--- config.mk ---
export PLATFORM = sky130hd
export DESIGN_NAME = bea_scan
export DESIGN_NICKNAME = d
export VERILOG_FILES = /design/src/rtl/core/bea_pkg.sv /design/src/rtl/core/bea_scan.sv
export SDC_FILE = /design/constraint.sdc
export NUM_CORES = 1
export LEC_CHECK = 0
export ABC_CLOCK_PERIOD_IN_PS = 2600
export BUFFER_PORTS_ARGS = -buffer_cell sky130_fd_sc_hd__buf_2
export CELL_PAD_IN_SITES_DETAIL_PLACEMENT = 0
export CELL_PAD_IN_SITES_GLOBAL_PLACEMENT = 1
export CORE_UTILIZATION = 43
export CTS_BUF_LIST = sky130_fd_sc_hd__clkbuf_8
export DETAILED_ROUTE_END_ITERATION = 8
export PLACE_DENSITY = 0.81
export SYNTH_ARGS = -nofsm -noshare
export SYNTH_HDL_FRONTEND = slang
export SYNTH_SLANG_ARGS = --single-unit
--- constraint.sdc ---
create_clock -name i_clk -period 2.6 [get_ports i_clk]
set_input_delay 0.13 -clock i_clk [delete_from_list [all_inputs] [get_ports i_clk]]
set_output_delay 0.13 -clock i_clk [all_outputs]
set_load 0.01 [all_outputs]
--- src/rtl/core/bea_pkg.sv ---
// ----------------------------------------------------------------------------
// bea_pkg
// Shared widths, codes and control structs of the bitmap extent allocator.
// ----------------------------------------------------------------------------
package bea_pkg;

    localparam int MAX_CLUSTERS    = 2048;
    localparam int MAX_EXTENTS_DEF = 64;
    localparam int AW              = 11;   // cluster address
    localparam int LW              = 12;   // cluster count / length

    localparam logic [LW-1:0] CLUSTER_TOTAL_RST = 12'd1600;

    localparam logic [1:0] OP_FORMAT = 2'd0;
    localparam logic [1:0] OP_ALLOC  = 2'd1;
    localparam logic [1:0] OP_FREE   = 2'd2;
    localparam logic [1:0] OP_QUERY  = 2'd3;

    localparam logic [1:0] FIT_FIRST = 2'd0;
    localparam logic [1:0] FIT_BEST  = 2'd1;
    localparam logic [1:0] FIT_WORST = 2'd2;
    localparam logic [1:0] FIT_BAD   = 2'd3;

    localparam logic [1:0] ST_OK     = 2'd0;
    localparam logic [1:0] ST_NOSPC  = 2'd1;
    localparam logic [1:0] ST_BADPOL = 2'd2;
    localparam logic [1:0] ST_TRUNC  = 2'd3;

    typedef struct packed {
        logic          start;    // clear run trackers
        logic          count;    // count ones only, no run evaluation
        logic          bit_vld;
        logic          bit_val;
        logic [AW-1:0] bit_idx;
        logic          flush;    // end of window, close open run
    } t_scan_ctl;

    typedef struct packed {
        logic          hit;      // exact / sufficient run found early
        logic          any;
        logic [AW-1:0] st;
        logic [LW-1:0] take;
    } t_scan_res;

endpackage

--- src/rtl/core/bea_scan.sv ---
// ----------------------------------------------------------------------------
// bea_scan
// Bit-serial run tracker: counts free bits and ranks free runs by fit policy.
// ----------------------------------------------------------------------------
module bea_scan (
    input  logic                    i_clk,
    input  logic                    i_rst_n,
    input  bea_pkg::t_scan_ctl      i_ctl,
    input  logic [1:0]              i_policy,
    input  logic [bea_pkg::LW-1:0]  i_need,
    output bea_pkg::t_scan_res      o_res,
    output logic [bea_pkg::LW-1:0]  o_ones
);

    localparam int AW = bea_pkg::AW;
    localparam int LW = bea_pkg::LW;

    logic [AW-1:0] r_run_st,  n_run_st;
    logic [LW-1:0] r_run_len, n_run_len;
    logic          r_any, n_any, r_big, n_big, r_small, n_small, r_hit, n_hit;
    logic [AW-1:0] r_ff, n_ff, r_a_st, n_a_st, r_b_st, n_b_st, r_h_st, n_h_st;
    logic [LW-1:0] r_a_len, n_a_len, r_b_len, n_b_len, r_h_take, n_h_take;
    logic [LW-1:0] r_ones, n_ones;
    logic          eval;

    always_comb begin
        n_run_st  = r_run_st;
        n_run_len = r_run_len;
        n_any = r_any;   n_ff = r_ff;
        n_big = r_big;   n_a_st = r_a_st; n_a_len = r_a_len;
        n_small = r_small; n_b_st = r_b_st; n_b_len = r_b_len;
        n_hit = r_hit;   n_h_st = r_h_st; n_h_take = r_h_take;
        n_ones = r_ones;
        eval = 1'b0;

        if (i_ctl.bit_vld) begin
            if (i_ctl.bit_val) begin
                n_ones = r_ones + LW'(1);
                if (r_run_len == '0) begin
                    n_run_st = i_ctl.bit_idx;
                end
                n_run_len = r_run_len + LW'(1);
            end else begin
                eval      = (r_run_len != '0);
                n_run_len = '0;
            end
        end
        if (i_ctl.flush) begin
            eval      = (r_run_len != '0);
            n_run_len = '0;
        end

        // one run against the trackers
        if (eval && !i_ctl.count && !r_hit) begin
            if (!r_any) begin
                n_any = 1'b1;
                n_ff  = r_run_st;
            end
            unique case (i_policy)
                bea_pkg::FIT_FIRST: begin
                    if (r_run_len >= i_need) begin
                        n_hit = 1'b1; n_h_st = r_run_st; n_h_take = i_need;
                    end
                end
                bea_pkg::FIT_BEST: begin
                    if (r_run_len == i_need) begin
                        n_hit = 1'b1; n_h_st = r_run_st; n_h_take = i_need;
                    end
                    if (r_run_len > i_need && (!r_big || r_run_len < r_a_len)) begin
                        n_big = 1'b1; n_a_st = r_run_st; n_a_len = r_run_len;
                    end
                    if (r_run_len < i_need && (!r_small || r_run_len > r_b_len)) begin
                        n_small = 1'b1; n_b_st = r_run_st; n_b_len = r_run_len;
                    end
                end
                default: begin
                    if (r_run_len > r_a_len) begin
                        n_a_st = r_run_st; n_a_len = r_run_len;
                    end
                end
            endcase
        end

        if (i_ctl.start) begin
            n_run_len = '0;
            n_any = 1'b0; n_big = 1'b0; n_small = 1'b0; n_hit = 1'b0;
            n_a_len = '0; n_b_len = '0; n_ones = '0;
        end
    end

    always_ff @(posedge i_clk) begin
        if (!i_rst_n) begin
            r_run_len <= '0;
            r_any <= 1'b0; r_big <= 1'b0; r_small <= 1'b0; r_hit <= 1'b0;
            r_a_len <= '0; r_b_len <= '0; r_ones <= '0;
        end else begin
            r_run_len <= n_run_len;
            r_any <= n_any; r_big <= n_big; r_small <= n_small; r_hit <= n_hit;
            r_a_len <= n_a_len; r_b_len <= n_b_len; r_ones <= n_ones;
        end
    end

    always_ff @(posedge i_clk) begin
        r_run_st <= n_run_st;
        r_ff     <= n_ff;
        r_a_st   <= n_a_st;
        r_b_st   <= n_b_st;
        r_h_st   <= n_h_st;
        r_h_take <= n_h_take;
    end

    always_comb begin
        o_res.hit = r_hit;
        o_res.any = r_any;
        if (r_hit) begin
            o_res.st = r_h_st; o_res.take = r_h_take;
        end else begin
            unique case (i_policy)
                bea_pkg::FIT_FIRST: begin
                    o_res.st = r_ff; o_res.take = LW'(1);
                end
                bea_pkg::FIT_BEST: begin
                    if (r_big) begin
                        o_res.st = r_a_st; o_res.take = i_need;
                    end else begin
                        o_res.st = r_b_st; o_res.take = r_b_len;
                    end
                end
                default: begin
                    o_res.st   = r_a_st;
                    o_res.take = (r_a_len < i_need) ? r_a_len : i_need;
                end
            endcase
        end
    end

    assign o_ones = r_ones;

endmodule

==> flow_summary_export.csv, run 1 <==
group,metric,value,unit
outcome,outcome,"completed",
setup_path,worstSetupEndpointType,"primary output",
setup_path,cp.required,2.47,ns
floorplan,core,0.01388,mm²
synthesis,synth_top_area_share,32.78,%
global_route,grt_first_pass_wirelength,24030,µm
global_route,grt_usage,21.31,%
sta,rsz0062_at_grt,"yes",
drt,via_per_inst,5.414,
setup_path,cp_cell_sequence,"ha_4 > nand4_1 > o31a_1 > o21ai_2 > buf_6 > mux2i_1 > o221ai_1 > buf_2",
floorplan,num_rows,43,
floorplan,io_pins,69,
sta,fmax,386.4,MHz
placed_design,dp_cells,834,
power,sw_frac_of_total,23.57,%
global_route,gr-total-overflow,0,
power,power_leakage,3.034,nW
layout,diodes,0,
sta,tns,0,ns
layout,utilization,55.51,%
global_route,grt_pass1_vias,4816,
layout,seq_area,0.003067,mm²
synthesis,yosysTopAreaCell,"edfxtp_1",
sta,max_slew_margin,58.16,%
clocking,cts_tree,"built",
drt,drtIter0Drc,319,
global_route,grt_max_degree,45,
placed_design,place_congestion,0.8974,
layout,fillers,1208,
sta,finalSetupViolCount,0,
sta,fin_worst_skew,0.01514,ns
synthesis,synth_edf_count,67,
clocking,clk_latency,0.43,ns
sta,period_needed,2.588,ns
power,p_sw,0.9414,mW
drt,wirelength,15170,µm
synthesis,async_flop_share,0,%
layout,drive_above_1_share,23.25,%
synthesis,synth_cells,578,
synthesis,yosys_warnings,0,
synthesis,synthTopCellsByArea,"edfxtp_1 33%, dfxtp_1 17%, ha_1 10%",
clocking,clockRootBuffer,"clkbuf_8",
synthesis,avgSynthCellArea,10.62,µm²
sta,finalCritPeriodShare,99.53,%
power,p_seq_share,50.1,%
placed_design,io_buffers,68,
power,clkPwrFrac,44.8,%
power,p_per_area,518.3,mW/mm²
layout,mostFrequentLayoutCells,"67 x buf_2, 67 x edfxtp_1, 48 x nor2_1, 48 x mux2i_1, 45 x ha_1",
setup_path,worstPathMaxFanout,6,
power,vdd_ir_drop_max,0.2703,mV
clocking,h-tree-depth,4,
sta,worstMarginPinSlew,0.6276,ns
synthesis,syn_nets,660,
clocking,clock_path_buffers,2,
drt,antenna_left,0,
global_route,antenna_found_initial,0,
sta,drv_slew,0,
sta,hold_viol,0,
synthesis,netlist_area,0.006137,mm²
clocking,cts.sinks,119,
synthesis,synth-main-ff-cell,"edfxtp_1",
setup_path,cp-start-kind,"flip-flop",
drt,drtPass1Iterations,5,
synthesis,synth_cell_types,50,
flow_run,cap_viol_max_count,0,
setup_path,critPathSlowestCell,"dfxtp_2",
setup_path,cp.arrival,2.46,ns
power,p_comb_share,5.1,%
setup_path,critPathMaxStageDelay,0.35,ns
floorplan,fp.dieW,121.5,µm
clocking,cts_made_buffers,17,
drt,drc,0,
worst_hold_path,hp-class,"in2reg",
drt,avgRoutedWirePerCell,16.97,µm
sta,hold_slack,0.05061,ns
setup_path,criticalPathCategory,"reg2out",
floorplan,start_util,44.21,%
floorplan,die_area,0.01475,mm²
clocking,clk_pin_slew,0.07,ns
power,p_int,3.052,mW
drt,routed-via-count,4840,
layout,multi_input_area,0.002875,mm²
synthesis,ys_seq_area_share,49.75,%
layout,syn_to_final_growth,25.55,%
layout,fin_nets,783,
placed_design,hpwl,10540,µm
synthesis,ys_seq_elements,119,
layout,final_cells,894,
floorplan,die_h,121.5,µm
registers in the layout (all words and copies together) (netlist names), 12 cells and up:
signal and count:
r_b_len 12, r_a_len 12, r_run_len 12, o_ones 12
r_h_take 12
path summary, 6_finish.rpt:
path                                                  from                 endpoint  slack (ns)  cells past startpoint
worst min register to register          r_any$_SDFFE_PP0P_       r_any$_SDFFE_PP0P_        0.46                      2
worst max register to register  r_run_len[10]$_SDFFE_PP0P_  r_b_len[3]$_SDFFE_PP0P_        0.11                      9
worst max-delay path               r_a_len[7]$_SDFFE_PP0P_                o_res[11]        0.01                      8
worst min-delay path                             i_ctl[14]       r_any$_SDFFE_PP0P_        0.05                      3
power by group through the flow:
stage	Sequential, mW	Combinational [mW]	Clock [mW]
after global routing	2.00	0.224	1.90
after global placement	2.04	0.166	0
after detailed placement	2.04	0.170	0
after CTS	2.00	0.201	1.82
final	2.00	0.204	1.79
after floorplan	2.04	0.0942	0
Yosys cell counts, drive strengths merged (12+ instances only):
| cell | number |
|---|---|
| o22ai | 12 |
| nand2 | 42 |
| a21oi | 26 |
| xor2 | 12 |
| mux2i | 48 |
| edfxtp | 67 |
| inv | 44 |
| ha | 50 |
| o21ai | 34 |
| clkbuf | 21 |
| nor2 | 48 |
| dfxtp | 52 |
| nand4 | 13 |
critical path, delay by kind of cell (launching register included):
family	cells	cell delay [ns]
AOI/OAI and AO/OA	3	0.70
buffers and inverters	2	0.36
muxes	1	0.22
and+or+nand+nor	1	0.12
DFF	1	0.35
adders and majority gates	1	0.28
cells by family after synthesis:
logic type                 Yosys count  share of synthesized area (%)
muxes                               49                          8.012
and+or+nand+nor                    150                          11.80
buffers and inverters               73                          4.974
adders and majority gates           50                          10.19
xor gates and xnor gates            14                          1.998
AOI/OAI and AO/OA                  123                          13.27
DFF                                119                          49.75
metal layers:
layer	routed length, µm	vias up	GRT usage (%)
met5	0	-	0
met4	237	0	7.870
met3	739	18	3.571
met2	7128	125	34.13
met1	7062	2327	28.78
li1	-	2370	-
through the flow:
stage               instance area [µm²]  setup WS, ns  power, mW
global route                       7705      -0.09437      4.129
CTS                                7631      0.005985      4.019
global placement                   6885        0.1213      2.207
floorplan                          6137       0.04801      2.134
finish                             7705       0.01228      3.993
detailed placement                 6885       0.05847      2.213
area by class of cell:
type                       instances  share of cell area [%]
clock buffer                      17                   3.037
sequential                       119                   39.80
tap                              180                   2.923
multi-input combinational        386                   37.32
timing repair buffer             133                   12.28
inverter                          44                   2.144
clock inverter                    15                   2.501
timing repair:
| action | 4_1_cts | 5_1_grt |
|---|---|---|
| pin swaps | 4 | 11 |
| setup buffers | 3 | 0 |
| hold endpoints to repair | 27 | 0 |
| hold buffers | 24 | 0 |
| endpoints found under the setup margin | 11 | 35 |
| resized for setup | 12 | 17 |
| gates cloned | 1 | 1 |
(Power assumes the default switching activity.)
==> run 2, diff against run 1 <==
--- a/config.mk
+++ b/config.mk
@@ -12,6 +12,7 @@
 export CORE_UTILIZATION = 43
 export CTS_BUF_LIST = sky130_fd_sc_hd__clkbuf_8
 export DETAILED_ROUTE_END_ITERATION = 8
+export GPL_TIMING_DRIVEN = 0
 export PLACE_DENSITY = 0.81
 export SYNTH_ARGS = -nofsm -noshare
 export SYNTH_HDL_FRONTEND = slang
==> run 2 against run 1 <==
The run now ends with negative setup slack left. Routed wire length increased by 4.9%. Die area did not move. Global-route usage rose by 0.68 points. Sequential cell count did not move. Cell count rose by 1.3%. Utilization grew 1.0 points. Count of clock-buffer cells in the layout stayed put. Non-clock buffer count increased by 11. Via count increased by 2.9%. Critical endpoint is now r_a_len[8]$_SDFFE_PP0P_. Highest routed layer unchanged.
==> flow_summary_export.csv, run 2 (same netlist as run 1, synthesis figures left out) <==
group,metric,value,unit
setup_path,setup.worst_path.end,"r_a_len[8]$_SDFFE_PP0P_",
placed_design,hpwl,10790,µm
global_route,grt_max_degree,17,
floorplan,io_pins,69,
clocking,clk_latency,0.44,ns
setup_path,cp_cell_sequence,"buf_12 > ha_4 > a21oi_2 > o22ai_2 > o21a_1 > or4_4 > a32oi_4 > buf_12 > buf_12 > mux2i_1 > nor2_1",
global_route,grt_pass1_vias,4853,
global_route,grt_usage,21.99,%
setup_path,critPathSlowestCell,"or4_4",
floorplan,fp.dieW,121.5,µm
global_route,grt_first_pass_wirelength,24550,µm
sta,fin_worst_skew,0.01335,ns
setup_path,r2r-end,"r_a_len[8]$_SDFFE_PP0P_",
drt,via_per_inst,5.494,
clocking,cts.sinks,119,
clocking,clk_pin_slew,0.09,ns
drt,drtIter0Drc,310,
setup_path,crit_top_cell,"buf_12",
setup_path,rr_startpoint,"r_run_len[1]$_SDFFE_PP0P_",
sta,finalCritPeriodShare,100.3,%
layout,drive_above_1_share,26.31,%
clocking,clock_path_buffers,2,
clocking,clockRootBuffer,"clkbuf_8",
floorplan,num_rows,43,
clocking,cts_tree,"built",
drt,wirelength,15910,µm
power,p_total,3.803,mW
placed_design,place_ws,-0.5173,ns
outcome,outcome,"complete, but fails checks",
setup_path,ff2ff_setup_slack,-0.008,ns
global_route,gr-total-overflow,0,
setup_path,worstPathMaxFanout,8,
floorplan,die_area,0.01475,mm²
floorplan,die_h,121.5,µm
setup_path,criticalPathCategory,"reg2reg",
layout,mostFrequentLayoutCells,"67 x edfxtp_1, 66 x buf_2, 47 x mux2i_1",
power,vdd_ir_drop_max,0.2661,mV
worst_hold_path,hp-class,"in2reg",
sta,fmax,383.5,MHz
drt,antenna_left,0,
drt,drtPass1Iterations,5,
drt,drc,0,
sta,period_needed,2.608,ns
setup_path,cp-start-kind,"flip-flop",
layout,syn_to_final_growth,27.87,%
sta,hold_viol,0,
layout,diodes,0,
floorplan,core,0.01388,mm²
drt,avgRoutedWirePerCell,17.56,µm
sta,drv_slew,0,
outcome,failed_checks,"negative setup slack",
setup_path,crit_start,"r_run_len[1]$_SDFFE_PP0P_",
setup_path,cp.required,2.91,ns
layout,fin_nets,795,
layout,fillers,1149,
placed_design,io_buffers,66,
clocking,h-tree-depth,4,
power,power_leakage,3.001,nW
clocking,cts_made_buffers,17,
sta,finalSetupViolCount,1,
setup_path,critPathMaxStageDelay,0.55,ns
setup_path,reg2regPathDepth,11,
sta,max_slew_margin,57.11,%
sta,worstMarginPinSlew,0.6427,ns
floorplan,start_util,44.21,%
setup_path,cp.arrival,2.92,ns
sta,rsz0062_at_grt,"yes",
global_route,antenna_found_initial,0,
layout,layout_commonest_cell,"edfxtp_1",
power,p_per_area,484.7,mW/mm²
placed_design,place_congestion,0.8228,
drt,routed-via-count,4978,
sta,post-route-worst-setup-slack,-0.007757,ns
flow_run,cap_viol_max_count,0,
setup_path,worstSetupEndpointType,"flip-flop",
-- run 2: cell count changes in the layout (fill, tap and decap cells not counted), moves of 3 or more --
cell        previous run  this run
ha_1                  45        42
clkbuf_2               0         3
buf_4                 35        23
clkbuf_1               0        19
clkinvlp_4             2         8
ha_4                   5         8
dfxtp_2                8        11
dfxtp_1               43        29
inv_1                 43        39
dfxtp_4                1        12
-- run 2: area by class of cell --
| type | instances | area (µm²) | share of cell area (%) |
|---|---|---|---|
| Clock inverter | 15 | 143.9 | 1.834 |
| Timing Repair Buffer | 115 | 807.0 | 10.28 |
| Clock buffer | 17 | 234.0 | 2.981 |
| Timing Repair inverter | 1 | 7.507 | 0.09566 |
| Sequential cell | 119 | 3112 | 39.65 |
| Multi-Input combinational cell | 386 | 2979 | 37.96 |
| Buffer | 29 | 158.9 | 2.025 |
| Tap cell | 180 | 225.2 | 2.870 |
| Inverter | 44 | 180.2 | 2.296 |
-- run 2: report_power, final --
group	switching [mW]	total, mW	internal, mW
registers	0.00825	1.99	1.98
logic	0.121	0.211	0.0898
clock network	0.831	1.60	0.774
total	0.960	3.80	2.84
-- run 2: metrics by stage --
| step | util (%) | hold slack [ns] | instances | area (µm²) | TNS (ns) |
|---|---|---|---|---|---|
| global placement | 48.22 | 0.3067 | 824 | 6693 | -24.73 |
| detailed placement | 48.22 | 0.3084 | 824 | 6693 | -26.80 |
| floorplan | - | 0.2066 | 578 | 6137 | 0 |
| global route | 56.54 | 0.1151 | 906 | 7848 | -1.305 |
| CTS | 54.39 | 0.03308 | 892 | 7550 | 0 |
| finish | 56.54 | 0.1102 | 906 | 7848 | -0.007757 |
-- run 2: worst max-delay path: cells and delay by family (launching register included) --
| family | cells | cell delay [ns] |
|---|---|---|
| compound gates | 4 | 0.72 |
| mux | 1 | 0.21 |
| flops | 1 | 0.37 |
| fa+ha+maj | 1 | 0.15 |
| simple gates | 2 | 0.61 |
| buf+inv | 3 | 0.42 |
-- run 2: worst min path at each step --
stage / from / endpoint / slack (ns) / cells after the start
floorplan: i_ctl[0] / r_run_len[0]$_SDFFE_PP0P_ / 0.21 / 1
global placement: i_ctl[3] / r_run_st[2]$_DFFE_PP_ / 0.31 / 1
detailed placement: i_ctl[7] / r_run_st[6]$_DFFE_PP_ / 0.31 / 1
CTS: i_ctl[14] / r_any$_SDFFE_PP0P_ / 0.03 / 3
global route: i_ctl[12] / o_ones[1]$_SDFFE_PP0P_ / 0.12 / 4
finish: i_ctl[12] / o_ones[1]$_SDFFE_PP0P_ / 0.11 / 4
-- run 2: timing repair --
action | in CTS | in global routing
gates resized for setup | 38 | 48
gates cloned | 3 | 0
hold buffers | 24 | 0
setup endpoints to repair | 90 | 66
setup buffers | 9 | 14
endpoints found under the hold margin | 27 | 0
pin swaps | 6 | 11
-- run 2: routing by layer --
metal | GRT usage, % | up-vias | wire length, µm
li1 | - | 2407 | -
met1 | 28.78 | 2396 | 7254
met2 | 35.69 | 150 | 7532
met3 | 4.840 | 25 | 805
met4 | 7.562 | 0 | 320
met5 | 0 | - | 0
